[src/rtl/core/vfc_pkg.sv]
`default_nettype none
package vfc_pkg;

  localparam int COORD_BITS = 5;
  localparam int POS_BITS   = 6;
  localparam int VALUE_BITS = 8;
  localparam int SIDE_BITS  = 3;
  localparam int CMD_BITS   = 2;
  localparam int OUT_ID_BITS = 8;
  localparam int IN_DATA_BITS  = 32;
  localparam int OUT_DATA_BITS = 32;

  localparam logic [CMD_BITS-1:0] CMD_LOAD_VOXEL    = 2'd0;
  localparam logic [CMD_BITS-1:0] CMD_LOAD_NEIGHBOR = 2'd1;
  localparam logic [CMD_BITS-1:0] CMD_MESH          = 2'd2;

  localparam logic [SIDE_BITS-1:0] FACE_POS_Y = 3'd0;
  localparam logic [SIDE_BITS-1:0] FACE_NEG_Y = 3'd1;
  localparam logic [SIDE_BITS-1:0] FACE_POS_X = 3'd2;
  localparam logic [SIDE_BITS-1:0] FACE_NEG_X = 3'd3;
  localparam logic [SIDE_BITS-1:0] FACE_POS_Z = 3'd4;
  localparam logic [SIDE_BITS-1:0] FACE_NEG_Z = 3'd5;
  localparam logic [SIDE_BITS-1:0] NUM_FACES  = 3'd6;

  localparam logic [2:0] LAST_VERTEX = 3'd5;

  typedef enum logic [2:0] {
    ST_IDLE,
    ST_DECODE,
    ST_ID_RD,
    ST_ID_CHK,
    ST_FACE_RD,
    ST_FACE_CHK,
    ST_EMIT
  } state_t;

  typedef struct packed {
    logic capture;
    logic write_voxel;
    logic write_neighbor;
    logic read_center;
    logic latch_id;
    logic mark_face;
    logic face_clear;
    logic face_next;
    logic vert_clear;
    logic vert_next;
    logic emit;
  } dp_cmd_t;

  typedef struct packed {
    logic [CMD_BITS-1:0] cmd;
    logic in_range;
    logic side_ok;
    logic id_zero;
    logic face_last;
    logic exposed;
    logic vert_last;
    logic final_vertex;
    logic out_free;
  } dp_status_t;

  // Corner of the quad used by each of the six vertices of two triangles.
  function automatic logic [1:0] tri_corner(input logic [2:0] k);
    logic [1:0] c;
    unique case (k)
      3'd0: c = 2'd0;
      3'd1: c = 2'd1;
      3'd2: c = 2'd2;
      3'd3: c = 2'd0;
      3'd4: c = 2'd2;
      3'd5: c = 2'd3;
      default: c = 2'd0;
    endcase
    return c;
  endfunction

  // Corner offset as {dx, dy, dz}.
  function automatic logic [2:0] corner_offset(input logic [2:0] f, input logic [1:0] c);
    logic [2:0] o;
    unique case ({f, c})
      5'b000_00: o = 3'b011;
      5'b000_01: o = 3'b111;
      5'b000_10: o = 3'b110;
      5'b000_11: o = 3'b010;
      5'b001_00: o = 3'b000;
      5'b001_01: o = 3'b100;
      5'b001_10: o = 3'b101;
      5'b001_11: o = 3'b001;
      5'b010_00: o = 3'b100;
      5'b010_01: o = 3'b110;
      5'b010_10: o = 3'b111;
      5'b010_11: o = 3'b101;
      5'b011_00: o = 3'b001;
      5'b011_01: o = 3'b011;
      5'b011_10: o = 3'b010;
      5'b011_11: o = 3'b000;
      5'b100_00: o = 3'b001;
      5'b100_01: o = 3'b101;
      5'b100_10: o = 3'b111;
      5'b100_11: o = 3'b011;
      5'b101_00: o = 3'b010;
      5'b101_01: o = 3'b110;
      5'b101_10: o = 3'b100;
      5'b101_11: o = 3'b000;
      default:   o = 3'b000;
    endcase
    return o;
  endfunction

  // Texture coordinate as {u, v}.
  function automatic logic [1:0] face_uv(input logic [2:0] f, input logic [1:0] c);
    logic [1:0] uv;
    unique case ({f, c})
      5'b000_00: uv = 2'b00;
      5'b000_01: uv = 2'b10;
      5'b000_10: uv = 2'b11;
      5'b000_11: uv = 2'b01;
      5'b001_00: uv = 2'b01;
      5'b001_01: uv = 2'b11;
      5'b001_10: uv = 2'b10;
      5'b001_11: uv = 2'b00;
      5'b010_00: uv = 2'b01;
      5'b010_01: uv = 2'b00;
      5'b010_10: uv = 2'b10;
      5'b010_11: uv = 2'b11;
      5'b011_00: uv = 2'b01;
      5'b011_01: uv = 2'b00;
      5'b011_10: uv = 2'b10;
      5'b011_11: uv = 2'b11;
      5'b100_00: uv = 2'b01;
      5'b100_01: uv = 2'b11;
      5'b100_10: uv = 2'b10;
      5'b100_11: uv = 2'b00;
      5'b101_00: uv = 2'b00;
      5'b101_01: uv = 2'b10;
      5'b101_10: uv = 2'b11;
      5'b101_11: uv = 2'b01;
      default:   uv = 2'b00;
    endcase
    return uv;
  endfunction

endpackage
`default_nettype wire

[src/rtl/core/vfc_ctrl.sv]
`default_nettype none
module vfc_ctrl (
  input  wire                 clk,
  input  wire                 rst,
  input  wire                 s_tvalid,
  output logic                s_tready,
  input  vfc_pkg::dp_status_t status,
  output vfc_pkg::dp_cmd_t    cmd
);

  vfc_pkg::state_t state;
  vfc_pkg::state_t state_next;

  always_ff @(posedge clk) begin
    if (rst) begin
      state <= vfc_pkg::ST_IDLE;
    end else begin
      state <= state_next;
    end
  end

  always_comb begin
    state_next = state;
    cmd        = '0;
    s_tready   = 1'b0;
    unique case (state)
      vfc_pkg::ST_IDLE: begin
        s_tready    = 1'b1;
        cmd.capture = s_tvalid;
        if (s_tvalid) begin
          state_next = vfc_pkg::ST_DECODE;
        end
      end
      vfc_pkg::ST_DECODE: begin
        state_next = vfc_pkg::ST_IDLE;
        if (status.in_range) begin
          unique case (status.cmd)
            vfc_pkg::CMD_LOAD_VOXEL:    cmd.write_voxel = 1'b1;
            vfc_pkg::CMD_LOAD_NEIGHBOR: cmd.write_neighbor = status.side_ok;
            vfc_pkg::CMD_MESH:          state_next = vfc_pkg::ST_ID_RD;
            default:                    state_next = vfc_pkg::ST_IDLE;
          endcase
        end
      end
      vfc_pkg::ST_ID_RD: begin
        cmd.read_center = 1'b1;
        state_next      = vfc_pkg::ST_ID_CHK;
      end
      vfc_pkg::ST_ID_CHK: begin
        if (status.id_zero) begin
          state_next = vfc_pkg::ST_IDLE;
        end else begin
          cmd.latch_id   = 1'b1;
          cmd.face_clear = 1'b1;
          state_next     = vfc_pkg::ST_FACE_RD;
        end
      end
      vfc_pkg::ST_FACE_RD: begin
        state_next = vfc_pkg::ST_FACE_CHK;
      end
      vfc_pkg::ST_FACE_CHK: begin
        cmd.mark_face = 1'b1;
        if (status.face_last) begin
          cmd.face_clear = 1'b1;
          cmd.vert_clear = 1'b1;
          state_next     = vfc_pkg::ST_EMIT;
        end else begin
          cmd.face_next = 1'b1;
          state_next    = vfc_pkg::ST_FACE_RD;
        end
      end
      vfc_pkg::ST_EMIT: begin
        if (!status.exposed) begin
          // A voxel with no exposed face runs off the end here.
          if (status.face_last) begin
            state_next = vfc_pkg::ST_IDLE;
          end else begin
            cmd.face_next = 1'b1;
          end
        end else if (status.out_free) begin
          cmd.emit = 1'b1;
          if (status.vert_last) begin
            cmd.vert_clear = 1'b1;
            if (status.final_vertex) begin
              state_next = vfc_pkg::ST_IDLE;
            end else begin
              cmd.face_next = 1'b1;
            end
          end else begin
            cmd.vert_next = 1'b1;
          end
        end
      end
      default: begin
        state_next = vfc_pkg::ST_IDLE;
      end
    endcase
  end

endmodule
`default_nettype wire

[config.mk]
export PLATFORM = sky130hd
export DESIGN_NAME = vfc_ctrl
export DESIGN_NICKNAME = d
export VERILOG_FILES = /design/src/rtl/core/vfc_pkg.sv /design/src/rtl/core/vfc_ctrl.sv
export SDC_FILE = /design/constraint.sdc
export NUM_CORES = 1
export LEC_CHECK = 0
export ABC_AREA = 1
export BUFFER_PORTS_ARGS = -buffer_cell sky130_fd_sc_hd__buf_2
export CORE_AREA = 2 2 39 41
export DETAILED_ROUTE_END_ITERATION = 7
export DIE_AREA = 0 0 41 43
export GPL_TIMING_DRIVEN = 0
export SLEW_MARGIN = 20
export SYNTH_ARGS = -nofsm -noshare
export SYNTH_HDL_FRONTEND = slang
export SYNTH_SLANG_ARGS = --single-unit
[constraint.sdc]
create_clock -name clk -period 3 [get_ports clk]
set_clock_uncertainty 0.1 [all_clocks]
set_input_delay 0.3 -clock clk [delete_from_list [all_inputs] [get_ports clk]]
set_output_delay 0.3 -clock clk [all_outputs]
set_load 0.01 [all_outputs]
# Word-level counts from Yosys, hierarchy flattened
# Index checks and enable logic that the tools add are counted.
[totals]
reg_bits = 3
out_inout_bits = 12
word_cells = 49
[classes]
n_eq_ne = 13
mux = 32
n_reduce_logical = 3
[op_table]
columns = ["operator", "n"]
rows = [
  ["2-to-1 mux 3 bit", 8],
  ["one-hot mux 3 bit (7 select lines)", 1],
  ["2-to-1 mux 2 bit", 7],
  ["2-to-1 mux 1 bit", 13],
  ["!= test 3 bit, second input constant", 4],
  ["== test 3 bit, second input constant", 3],
  ["== test 3 x 2 -> 1 bit, second input constant", 2],
  ["AND reduction 5 bit", 1],
  ["2-to-1 mux 4 bit", 1],
  ["one-hot mux 2 bit (2 select lines)", 1],
  ["== test 3 x 1 -> 1 bit, second input constant", 1],
  ["logical NOT 3 bit", 1],
  ["== test 2 x 1 -> 1 bit, second input constant", 1],
  ["== test 2 bit, second input constant", 1],
  ["logical NOT 2 bit", 1],
  ["!= test 2 bit, second input constant", 1],
  ["one-hot mux 1 bit (2 select lines)", 1],
]

# Depth between registers and ports, before layout
[depth]
depth_word = 5
ltp_mapped = 7

# Worst setup path before layout
# OpenSTA, ideal clock, no wires.
[synth_path]
kind = "register -> output"
from = "reg state[1]"
to = "out cmd[3] in the netlist's numbering"
arrival_time_ps = 948
path_slack_ps = 1652
path_stages_with_launch = 5
path_buffers = 0
cell_sequence = "dfxtp_1 > nand2_2 > nor2_4 > nand4_1 > o21ai_1"
[synth_lines]
columns = ["element", "line_no", "source"]
rows = [
  ["start, declared", "vfc_ctrl.sv:11", "vfc_pkg::state_t state;"],
  ["start signal, assigned", "vfc_ctrl.sv:16", "state <= vfc_pkg::ST_IDLE;"],
  ["start signal, assigned", "vfc_ctrl.sv:18", "state <= state_next;"],
  ["end, declared", "vfc_ctrl.sv:8", "output vfc_pkg::dp_cmd_t cmd"],
]

==> summary.txt <==
Timing
  • Tightest Pin Transition: 308 ps
  • Endpoints failing setup: 0
  • Final number of hold-violating endpoints: 0
  • Relative slew slack: 0.795
  • Max frequency: 0.574 GHz
  • Number of pins with negative max-slew slack in the final report: 0
  • Total negative slack: 0 ps
  • Time the worst path needs with I/O delays and setup: 1740 ps
  • Share of the clock period used by the worst path: 0.580
  • Worst Slack Setup Final: 1260 ps
  • Setup repair after global routing missed its margin: no

Critical path
  • Launching point of the worst reg2reg path: state[1]
  • R2r endpoint: state[2]
  • Logic depth of the worst register-to-register path: 7
  • Required time of the critical path: 2600 ps
  • Data arrival time at the worst-slack endpoint: 1340 ps
  • Startpoint-to-endpoint class of the critical path: reg2out
  • Minimum setup slack among reg-to-reg paths: 1780 ps
  • Maximum net fanout on the critical path: 7
  • Category of the worst setup path launch point: register
  • Crit end category: primary output

Floorplanning
  • Row count: 14
  • Die Y: 43 um
  • Die area: 1760 sq um
  • Core footprint: 1380 sq um
  • Chip width: 41 um
  • Number of I/O pins: 25
  • Initial core utilization: 0.274

Clock tree
  • Maximum buffer depth of the clock tree: 2
  • Clock tree from TritonCTS: yes
  • Level count of the clock H-tree: 1
  • Cell at the root of the clock tree: sky130_fd_sc_hd__clkbuf_4
  • Number of buffers inserted during clock tree synthesis: 3
  • Quantity of hold-fixing buffers added after cts: 0
  • Number of buffers inserted by post-CTS setup repair: 0
  • CTS clk-pin slew, worst paths: 40 ps
  • Number of gates resized after CTS: 0
  • Clock latency on the worst-skew pair: 230 ps
  • Number of sinks handled by clock tree synthesis: 3

Finish
  • Proportion of layout cells with a drive suffix above 1: 0.327
  • Biggest register: state
  • Final net count: 115
  • Most frequent standard cell in the layout excluding fill and tap cells: sky130_fd_sc_hd__buf_2
  • Antenna diode count: 0
  • Biggest regs: state: 3 flops
  • Register area: 60.1 sq um
  • Fill cell instance count of the final layout: 174
  • Flip-flop count of the largest register after layout: 3
  • Layout-stage area growth over the synthesis result: 43.9%
  • Area taken by multi-input logic gates: 259 sq um
  • Top library cells by usage in the layout, fill and taps aside: 24 x sky130_fd_sc_hd__buf_2, 18 x sky130_fd_sc_hd__nand2_1, 15 x sky130_fd_sc_hd__inv_1, 10 x sky130_fd_sc_hd__nor2_1, 9 x sky130_fd_sc_hd__nand3_1

Worst hold path
  • WHS Endpoint: state[1]
  • Worst hold path startpoint: rst
  • Cell depth of the worst hold path: 2
  • Min-delay worst type: in2reg

Synthesis
  • Number of synthesized register bits: 3
  • Avg Cell Area, Syn: 5.19 sq um
  • Post-synth design cell area: 379 sq um
  • Top area cells in the synthesized netlist: sky130_fd_sc_hd__nand2_1 18%, sky130_fd_sc_hd__dfxtp_1 16%, sky130_fd_sc_hd__inv_1 15%
  • Biggest area consumer among synthesized cells: sky130_fd_sc_hd__nand2_1
  • Synth cell types: 16
  • Number of cells produced by synthesis: 73
  • Synth Net Count: 86
  • Post-synth top area share: 0.178
  • Part of the Yosys area used for sequential elements: 0.158
  • Yosys warning total: 0

Pwr
  • Leak Pwr: 0.340 nW
  • Worst ir drop on vdd: 0.132 mV
  • Power density relative to cell area: 277 nW/um^2

Placement
  • Number of buffer cells added on primary ports: 24
  • DP Wirelength: 824 um
  • RePlAce Congestion: 0.815
  • Placement-stage worst setup slack: 1490 ps

Detailed routing
  • Number of vias in the routed layout: 532
  • Remaining antenna violation count: 0
  • Number of remaining DRC errors: 0
  • Mean number of vias per cell: 4.55
  • Mean routed wirelength per cell: 8.41 um
  • Number of search-and-repair iterations in the first detailed-routing pass: 4
  • Total wire length after detailed routing: 984 um
  • Violation count after the first detailed-route iteration: 15

Global routing
  • Total gr overflow: 0
  • Aggregate global-route resource usage: 0.123
  • First-pass GRT wire length: 1570 um
  • Largest net degree at the start of global routing: 8
  • Number of antenna violations at the first check in global routing: 0
  • Number of global-route vias before repair: 417

Status
  • Status: finished, final reports clean

Job
  • Max-cap violations: 0
==> critical path: stages (launching register included) <==
cell and delay [ps]:
sky130_fd_sc_hd__dfxtp_1 450, sky130_fd_sc_hd__nand2_2 110, sky130_fd_sc_hd__nor2_4 150, sky130_fd_sc_hd__nand2_1 90, sky130_fd_sc_hd__o21a_1 110, sky130_fd_sc_hd__o21ai_1 60, sky130_fd_sc_hd__buf_2 130
==> worst max path at each step <==
stage,startpoint,endpoint,cells past startpoint
after CTS,state[1],cmd[3],6
after detailed placement,state[1],cmd[3],6
after floorplan,state[1],cmd[3],4
after global placement,state[1],cmd[3],6
after global routing,state[2],cmd[3],6
final,state[1],cmd[3],6
==> synthesized netlist by cell type <==
cell type / count
sky130_fd_sc_hd__nand2_1: 18
sky130_fd_sc_hd__inv_1: 15
sky130_fd_sc_hd__nor2_1: 10
sky130_fd_sc_hd__nand3_1: 9
sky130_fd_sc_hd__dfxtp_1: 3
sky130_fd_sc_hd__nor3_1: 3
sky130_fd_sc_hd__a21oi_2: 2
sky130_fd_sc_hd__nand4_1: 2
sky130_fd_sc_hd__nor4_1: 2
sky130_fd_sc_hd__o21ai_0: 2
sky130_fd_sc_hd__o21ai_1: 2
sky130_fd_sc_hd__inv_2: 1
sky130_fd_sc_hd__nand2_2: 1
sky130_fd_sc_hd__nor2_2: 1
sky130_fd_sc_hd__nor2_4: 1
sky130_fd_sc_hd__o21a_1: 1
==> metrics by stage <==
step | cell area (sq um) | cells | total power, mW | util | hold WS [ps]
after global placement | 519 | 113 | 0.0819 | 0.375 | 399
after detailed placement | 519 | 113 | 0.0822 | 0.375 | 399
after CTS | 546 | 117 | 0.155 | 0.394 | 154
after global routing | 546 | 117 | 0.165 | 0.394 | 153
after floorplan | 379 | 73 | 0.0645 | - | 262
final | 546 | 117 | 0.151 | 0.394 | 162
==> metal layers <==
layer	part of all wire	up-vias	track usage	routed length [um]
met2	0.50	16	0.206	496
met5	0	-	0	0
met1	0.44	229	0.154	434
met3	0.054	0	0.0314	53
met4	0	0	0.0200	0
li1	-	287	-	-
==> final cells by class <==
type                    count  share of cell area
well taps                  16              0.0367
clock buffers               4              0.0482
repair buffers             24               0.220
inverters                  16               0.110
flip-flops and latches      3               0.110
multi-input cells          54               0.475
==> kinds of logic after synthesis <==
logic type	Yosys count	synth area share
AND/OR/NAND/NOR	47	0.564
buffers and inverters	16	0.158
AO/OA/AOI/OAI	7	0.119
flip-flops	3	0.158
==> power breakdown <==
part / total [mW] / switching, mW / internal (mW)
Sequential: 0.0457 / 0.00387 / 0.0418
Combinational: 0.0358 / 0.0211 / 0.0147
Clock: 0.0695 / 0.0197 / 0.0498
(Power assumes the default switching activity.)
